--- src/hw/rtl/dtq_pkg.sv ---
// Package for the delay timer queue: request and result structs and codes.
// No dependencies.
package dtq_pkg;

  localparam int TagBits = 16;
  localparam int DelayBits = 16;
  localparam int StampBits = 32;

  typedef enum logic [1:0] {
    RES_ACCEPT  = 2'd0,
    RES_REJECT  = 2'd1,
    RES_RELEASE = 2'd2
  } res_kind_t;

  localparam logic KIND_SCHED = 1'b0;
  localparam logic KIND_TICK  = 1'b1;

  typedef struct packed {
    logic                 kind;
    logic [DelayBits-1:0] delay;
    logic [TagBits-1:0]   tag;
  } req_t;

  typedef struct packed {
    logic [1:0]         result_kind;
    logic [TagBits-1:0] out_tag;
    logic               last;
  } res_t;

endpackage

--- src/hw/rtl/dtq_front.sv ---
// Front part: accepts requests, classifies them and places them in a
// two-entry command queue for the heap engine. Depends on dtq_pkg.
module dtq_front (
  input  logic          clk,
  input  logic          rst,
  input  logic          push,
  output logic          full,
  input  dtq_pkg::req_t req,
  output logic          cmd_valid,
  output dtq_pkg::req_t cmd,
  input  logic          cmd_take
);
  import dtq_pkg::*;

  req_t       slot [2];
  logic       rd_ptr, wr_ptr;
  logic [1:0] count;
  logic       do_push, do_pop;

  assign full      = (count == 2'd2);
  assign do_push   = push && !full;
  assign cmd_valid = (count != 2'd0);
  assign do_pop    = cmd_take && cmd_valid;
  assign cmd       = slot[rd_ptr];

  // Store the incoming request; a tick keeps no payload meaning.
  always_ff @(posedge clk) begin
    if (do_push) begin
      slot[wr_ptr] <= (req.kind == KIND_TICK) ? req_t'{kind: KIND_TICK, delay: '0, tag: '0}
                                              : req;
    end
  end

  // Queue pointers and fill count.
  always_ff @(posedge clk) begin
    if (rst) begin
      rd_ptr <= 1'b0;
      wr_ptr <= 1'b0;
      count  <= 2'd0;
    end else begin
      if (do_push) wr_ptr <= ~wr_ptr;
      if (do_pop) rd_ptr <= ~rd_ptr;
      count <= count + {1'b0, do_push} - {1'b0, do_pop};
    end
  end
endmodule

--- src/hw/rtl/dtq_engine.sv ---
// Back part: the min-heap kept in a memory, sifted one level at a time,
// with a one-entry result register toward the consumer. Depends on dtq_pkg.
module dtq_engine #(
  parameter int QUEUE_DEPTH = 16,
  parameter int TIME_BITS   = 32
) (
  input  logic          clk,
  input  logic          rst,
  input  logic          cmd_valid,
  input  dtq_pkg::req_t cmd,
  output logic          cmd_take,
  output logic          empty,
  input  logic          pop,
  output dtq_pkg::res_t res
);
  import dtq_pkg::*;

  localparam int IdxBits = (QUEUE_DEPTH > 1) ? $clog2(QUEUE_DEPTH) : 1;
  localparam int CntBits = $clog2(QUEUE_DEPTH + 1);

  typedef struct packed {
    logic [TIME_BITS-1:0] due;
    logic [StampBits-1:0] stamp;
    logic [TagBits-1:0]   tag;
  } ent_t;

  typedef enum logic [9:0] {
    S_IDLE  = 10'b0000000001,
    S_UPRD  = 10'b0000000010,
    S_UPCMP = 10'b0000000100,
    S_TKRD  = 10'b0000001000,
    S_TKCHK = 10'b0000010000,
    S_MVRD  = 10'b0000100000,
    S_MVWR  = 10'b0001000000,
    S_DNRDL = 10'b0010000000,
    S_DNRDR = 10'b0100000000,
    S_DNCMP = 10'b1000000000
  } state_t;

  state_t state;
  ent_t   mem [QUEUE_DEPTH];
  ent_t   rdata;
  logic [IdxBits-1:0] raddr;
  logic               rd_en;

  logic [TIME_BITS-1:0] tick_now;
  logic [StampBits-1:0] stamp_counter;
  logic [CntBits-1:0]   entry_count;
  logic [IdxBits-1:0]   pos;
  ent_t                 cur;
  ent_t                 lch;
  logic [TagBits-1:0]   pend_tag;
  logic                 have_pend;
  logic                 out_valid;
  res_t                 out_reg;

  logic                 we;
  logic [IdxBits-1:0]   waddr;
  ent_t                 wdata;
  logic                 emit;
  res_t                 emit_res;

  // Wrap-safe ordering: a releases before b.
  function automatic logic earlier(ent_t a, ent_t b, logic [StampBits-1:0] sc);
    logic [TIME_BITS-1:0] d;
    d = a.due - b.due;
    if (d != '0) return d[TIME_BITS-1];
    return (sc - a.stamp) > (sc - b.stamp);
  endfunction

  // Heap store with registered read.
  always_ff @(posedge clk) begin
    if (we) mem[waddr] <= wdata;
    if (rd_en) rdata <= mem[raddr];
  end

  // Heap index arithmetic and child presence.
  logic [IdxBits-1:0] parent, lidx, ridx;
  logic [IdxBits+1:0] lwide, rwide, cnt_wide;
  logic               has_l, has_r;
  assign parent   = (pos - IdxBits'(1)) >> 1;
  assign lwide    = {1'b0, pos, 1'b1};
  assign rwide    = lwide + (IdxBits+2)'(1);
  assign cnt_wide = (IdxBits+2)'(entry_count);
  assign lidx     = lwide[IdxBits-1:0];
  assign ridx     = rwide[IdxBits-1:0];
  assign has_l    = (lwide < cnt_wide);
  assign has_r    = (rwide < cnt_wide);

  // Decisions shared by the steering and the sequencer.
  logic [TIME_BITS-1:0] age;
  logic                 up_move, due_now, l_win, r_win, tk_go, full_store;
  assign age        = tick_now - rdata.due;
  assign up_move    = earlier(cur, rdata, stamp_counter);
  assign due_now    = (entry_count != '0) && !age[TIME_BITS-1];
  assign l_win      = earlier(lch, cur, stamp_counter);
  assign r_win      = has_r && (l_win ? earlier(rdata, lch, stamp_counter)
                                      : earlier(rdata, cur, stamp_counter));
  assign tk_go      = !(have_pend && out_valid);
  assign full_store = (entry_count == CntBits'(QUEUE_DEPTH));

  assign empty    = !out_valid;
  assign res      = out_reg;
  assign cmd_take = (state == S_IDLE) && cmd_valid && !out_valid;

  // Read address, write port and result steering.
  always_comb begin
    rd_en    = 1'b0;
    raddr    = '0;
    we       = 1'b0;
    waddr    = pos;
    wdata    = cur;
    emit     = 1'b0;
    emit_res = '0;
    unique case (state)
      S_IDLE: begin
        if (cmd_take && cmd.kind == KIND_SCHED && full_store) begin
          emit     = 1'b1;
          emit_res = '{result_kind: RES_REJECT, out_tag: cmd.tag, last: 1'b1};
        end
      end
      S_UPRD: begin
        // The root needs no parent read; the new entry settles there.
        if (pos == '0) begin
          we       = 1'b1;
          emit     = 1'b1;
          emit_res = '{result_kind: RES_ACCEPT, out_tag: cur.tag, last: 1'b1};
        end else begin
          rd_en = 1'b1;
          raddr = parent;
        end
      end
      S_UPCMP: begin
        // Move the parent down when the new entry is earlier, else settle.
        we = 1'b1;
        if (up_move) begin
          wdata = rdata;
        end else begin
          emit     = 1'b1;
          emit_res = '{result_kind: RES_ACCEPT, out_tag: cur.tag, last: 1'b1};
        end
      end
      S_TKRD: begin
        rd_en = 1'b1;
        raddr = '0;
      end
      S_TKCHK: begin
        // A held release goes out once it is known whether another follows.
        if (tk_go && have_pend) begin
          emit     = 1'b1;
          emit_res = '{result_kind: RES_RELEASE, out_tag: pend_tag, last: !due_now};
        end
      end
      S_MVRD: begin
        rd_en = 1'b1;
        raddr = entry_count[IdxBits-1:0];
      end
      S_MVWR: begin
      end
      S_DNRDL: begin
        if (has_l) begin
          rd_en = 1'b1;
          raddr = lidx;
        end else begin
          we = 1'b1;
        end
      end
      S_DNRDR: begin
        rd_en = has_r;
        raddr = ridx;
      end
      S_DNCMP: begin
        // Pull up the earliest child, or settle the moved entry here.
        we = 1'b1;
        if (r_win) wdata = rdata;
        else if (l_win) wdata = lch;
      end
      default: begin
      end
    endcase
  end

  // Result register: filled only while empty, cleared when taken.
  always_ff @(posedge clk) begin
    if (rst) begin
      out_valid <= 1'b0;
    end else if (emit) begin
      out_valid <= 1'b1;
    end else if (pop) begin
      out_valid <= 1'b0;
    end
  end

  always_ff @(posedge clk) begin
    if (emit) out_reg <= emit_res;
  end

  // Sequencer.
  always_ff @(posedge clk) begin
    if (rst) begin
      state         <= S_IDLE;
      tick_now      <= '0;
      stamp_counter <= '0;
      entry_count   <= '0;
      pos           <= '0;
      have_pend     <= 1'b0;
    end else begin
      unique case (state)
        S_IDLE: begin
          if (cmd_take) begin
            if (cmd.kind == KIND_TICK) begin
              tick_now <= tick_now + TIME_BITS'(1);
              state    <= S_TKRD;
            end else if (!full_store) begin
              cur <= '{due: tick_now + TIME_BITS'(cmd.delay), stamp: stamp_counter,
                       tag: cmd.tag};
              pos           <= entry_count[IdxBits-1:0];
              stamp_counter <= stamp_counter + StampBits'(1);
              entry_count   <= entry_count + CntBits'(1);
              state         <= S_UPRD;
            end
          end
        end
        S_UPRD: state <= (pos == '0) ? S_IDLE : S_UPCMP;
        S_UPCMP: begin
          if (up_move) begin
            pos   <= parent;
            state <= S_UPRD;
          end else begin
            state <= S_IDLE;
          end
        end
        S_TKRD: state <= S_TKCHK;
        S_TKCHK: begin
          if (tk_go) begin
            if (due_now) begin
              pend_tag    <= rdata.tag;
              have_pend   <= 1'b1;
              entry_count <= entry_count - CntBits'(1);
              state       <= (entry_count == CntBits'(1)) ? S_TKRD : S_MVRD;
            end else begin
              have_pend <= 1'b0;
              state     <= S_IDLE;
            end
          end
        end
        S_MVRD: state <= S_MVWR;
        S_MVWR: begin
          cur   <= rdata;
          pos   <= '0;
          state <= S_DNRDL;
        end
        S_DNRDL: state <= has_l ? S_DNRDR : S_TKRD;
        S_DNRDR: begin
          lch   <= rdata;
          state <= S_DNCMP;
        end
        S_DNCMP: begin
          if (r_win) begin
            pos   <= ridx;
            state <= S_DNRDL;
          end else if (l_win) begin
            pos   <= lidx;
            state <= S_DNRDL;
          end else begin
            state <= S_TKRD;
          end
        end
        default: state <= S_IDLE;
      endcase
    end
  end
endmodule

--- src/hw/rtl/delay_timer_queue.sv ---
// Top level of the delay timer queue. Instantiates dtq_front and dtq_engine.
// Depends on dtq_pkg.
//
// Usage: requests enter through push/full as dtq_pkg::req_t. A schedule
// stores a tag due at the current tick plus delay and answers accepted, or
// rejected when all QUEUE_DEPTH slots are used. A tick advances time and
// releases every due tag, earliest first, ties in scheduling order; the last
// result of a request has last set. Results leave through empty/pop.
// A schedule answer follows one parent read and compare per level of the
// heap. A tick reads the heap root; each release then moves the last entry
// to the root and sifts it down, and is shown once the next root is checked,
// so last is known.
// Throughput: the engine works on one request at a time; a two-entry queue
// decouples the input from it.
// Reset empties the heap and zeroes tick time.
// When the consumer stalls, the engine holds its result register and waits;
// the input queue then fills and full rises.
module delay_timer_queue #(
  parameter int QUEUE_DEPTH = 16,
  parameter int TIME_BITS   = 32
) (
  input  logic          clk,
  input  logic          rst,
  input  logic          push,
  output logic          full,
  input  dtq_pkg::req_t req,
  output logic          empty,
  input  logic          pop,
  output dtq_pkg::res_t res
);
  import dtq_pkg::*;

  logic cmd_valid, cmd_take;
  req_t cmd;

  dtq_front u_front (
    .clk, .rst, .push, .full, .req, .cmd_valid, .cmd, .cmd_take
  );

  dtq_engine #(.QUEUE_DEPTH(QUEUE_DEPTH), .TIME_BITS(TIME_BITS)) u_engine (
    .clk, .rst, .cmd_valid, .cmd, .cmd_take, .empty, .pop, .res
  );
endmodule

--- config.mk ---
export PLATFORM = sky130hd
export DESIGN_NAME = delay_timer_queue
export DESIGN_NICKNAME = d
export VERILOG_FILES = /design/src/hw/rtl/dtq_pkg.sv /design/src/hw/rtl/dtq_front.sv /design/src/hw/rtl/dtq_engine.sv /design/src/hw/rtl/delay_timer_queue.sv
export SDC_FILE = /design/constraint.sdc
export NUM_CORES = 2
export LEC_CHECK = 0
export ABC_AREA = 1
export BUFFER_PORTS_ARGS = -buffer_cell sky130_fd_sc_hd__buf_2
export CORE_ASPECT_RATIO = 1.5
export CORE_MARGIN = 2
export CORE_UTILIZATION = 64
export CTS_CLUSTER_DIAMETER = 40
export CTS_CLUSTER_SIZE = 10
export DETAILED_ROUTE_END_ITERATION = 8
export HOLD_SLACK_MARGIN = 0.15
export MAX_ROUTING_LAYER = met4
export PLACE_DENSITY = 0.81
export SLEW_MARGIN = 10
export SYNTH_ARGS = -nofsm -noshare
export SYNTH_HDL_FRONTEND = slang
export SYNTH_SLANG_ARGS = --single-unit
--- constraint.sdc ---
create_clock -name clk -period 11.1 [get_ports clk]
set_input_delay 2.22 -clock clk [delete_from_list [all_inputs] [get_ports clk]]
set_output_delay 2.22 -clock clk [all_outputs]
set_load 0.02 [all_outputs]
==> metrics.cfg <==
[layout]
nNetsFinal=9501
final_core_util=0.7033
fillers=10030
final_common_cell=nand2_1
layout_common_cells=nand2_1, edfxtp_1, nand3_1
drive_gt1_frac=0.06569
areaGrowthSynthToFinish_pct=8.930

[pwr]
netSwitchingFraction=0.3281
p_int_mw=12.51
p_switching_mw=6.107
pwr-share-comb=0.245
clkPwrFrac=0.331
ir_worst_vdd_mv=0.2701
p_seq_frac=0.425
powerDensity_nw_per_um2=194.0
leakage_nw=37.35

[logic_synthesis]
synth-edff-count=1621
syn_area_per_cell_um2=9.658
synth_cell_type_count=73
synth_top_family_by_area=simple AND/OR/NAND/NOR gates
synth_nets=9538
netlist_instances=9122
synth_area_um2=88100
yosysWarnings=0
synth-seq-cells=1711
synth_compound_area_frac=0.09853
synth_xor_area_frac=0.01740
yosysSeqAreaShare=0.5729
ys.flop_type=edfxtp_1
synth_fa_ha_area_frac=0.05416
async_reset_ff_frac=0
muxShareOfSynthArea=0.003281
synthSimpleGateAreaFrac=0.1998

[critical_path]
crit_path_max_fanout=72
max_stage_delay_ns=0.67
crit_path_frequent_cell=nand2_1
crit_type=register to register
cp-start-kind=register
crit_path_end_kind=register
cp_slowest_cell=buf_4
critPathArrivalTime_ns=8.58
required_ns=11.56

[clock_network]
cts_resized=0
cts.clk_slew.worst_paths_ns=0.05
clockRootBuffer=clkbuf_16
cts_hold_repair.buffers=0
cts_setup_buffers=0
clock-sinks=1711
clock_path_buffers=3
cts_max_level=4
clock_latency_ns=0.87
cts_tree=built
cts_buffers=206

[flow_run]
drv_cap=0

[floorplanning]
initial_core_util=0.6456
ios=58
die_area_um2=140700
die_y_um=458.4
core_um2=136500
die-width_um=306.9
placementRows=166

[route]
drc=0
wirelength_mm=279.4
first_pass_iters=8
vias=70010
drtIter0Drc=9773
post_drt_wl_per_cell_um=25.54
routed_via_density=6.401
ant_nets=0

[timing]
maxSlewHeadroom=0.1368
layout_min_cycle_time_ns=8.126
min_period_over_period=0.7320
slew_violations=0
clock.fmax_ghz=0.1231
worst_pin_slew_ns=1.281
setup_viol=0
setup_tns_ns=0
final_hold_viol_count=0
rsz0062_at_grt=false
finClkSkew_ns=0.06298

[global_routing]
overflow=0
antenna_found_initial=18
grt_pass1_wl_mm=413.1
track_usage=0.4082
grt_max_degree=192
grt_pass1_vias=68080

[place]
io_buffers=57
gpl.final_weighted_congestion=1.056
dpl.hpwl_mm=179.7

[worst_hold_path]
hp-class=register to register

[run_status]
status=completed

[synthesized netlist by cell type (all sizes together) (81+ instances only)]
library cell	count	area share
a21oi	351	0.020
a221oi	95	0.0094
a31oi	256	0.018
buf	123	0.0086
clkbuf	274	0.012
dfxtp	90	0.020
edfxtp	1621	0.55
ha	375	0.053
inv	784	0.033
nand2	2712	0.12
nand3	798	0.046
nand4	81	0.0058
nor2	483	0.021
nor3	86	0.0054
o211ai	83	0.010
o21ai	516	0.030
xor2	129	0.013
[sequential cells by signal (all words and copies together) (netlist names), 2 cells and up, named ones only]
signal,cells
u_engine.stamp_counter,32
u_front.count,2
u_front.slot,66
u_engine.state,10
u_engine.lch,80
u_engine.tick_now,32
u_engine.rdata,80
u_engine.cur,80
u_engine.pend_tag,16
u_engine.res,19
u_engine.entry_count,5
u_engine.pos,4
u_engine.mem,1280
[worst max-delay path, delay by kind of cell (launching register included)]
kind            cells  cell delay, ns
compound gates      5            1.45
xor+xnor            1            0.19
fa+ha+maj           2            0.69
buf+inv             3            1.28
flops               1            0.64
simple gates       28            3.39
[cell type report]
cell class                 count  area, µm²  share of cell area
tap                         1764       2207             0.02300
inverter                     786       2968             0.03092
clock inverter                50      758.2            0.007901
clock buffer                 237       5313             0.05536
multi-input combinational   6228      33120              0.3451
antenna                        9      22.52           0.0002347
sequential                  1711      50480              0.5260
timing repair buffer         152       1099             0.01145
[worst paths after layout]
path	from	end	slack (ns)	depth (start not counted)
min	u_engine.rdata[40]	u_engine.lch[40]	0.45	0
max	u_engine.stamp_counter[1]	u_engine.mem[11][59]	2.97	39
min reg2reg	u_engine.rdata[40]	u_engine.lch[40]	0.45	0
max reg2reg	u_engine.stamp_counter[1]	u_engine.mem[11][59]	2.97	39
[cell families after synthesis]
logic type | count (synthesis)
DFF | 1711
and+or+nand+nor | 4224
muxes | 27
AOI/OAI and AO/OA | 1423
adders and majority gates | 379
xor gates and xnor gates | 175
buffers and inverters | 1183
[through the flow]
step                      std cells  area (µm²)  total power [mW]  worst slack, ns  hold slack [ns]
after CTS                     10930       95930             18.50            3.063           0.4464
final                         10940       95970             18.61            2.974           0.4461
after global placement        10640       89860             12.35            3.176           0.4303
after floorplan                9122       88100             11.06            1.928           0.4244
after detailed placement      10640       89860             12.43            3.137           0.4338
after global routing          10940       95970             19.28            2.230           0.4509
[routing by layer]
layer,vias up,part of all wire,global-route usage
li1,31510,-,-
met1,33240,0.37,0.5157
met2,4416,0.46,0.6287
met3,848,0.11,0.07619
met4,0,0.057,0.2186
met5,-,0,-
[power by group through the flow]
stage               clock [mW]  combinational (mW)  sequential, mW
CTS                       6.16                4.44            7.90
floorplan                    0                3.09            7.97
finish                    6.15                4.55            7.91
detailed placement           0                4.40            8.02
global placement             0                4.34            8.02
global route              6.40                4.95            7.92
(Power assumes the default switching activity.)
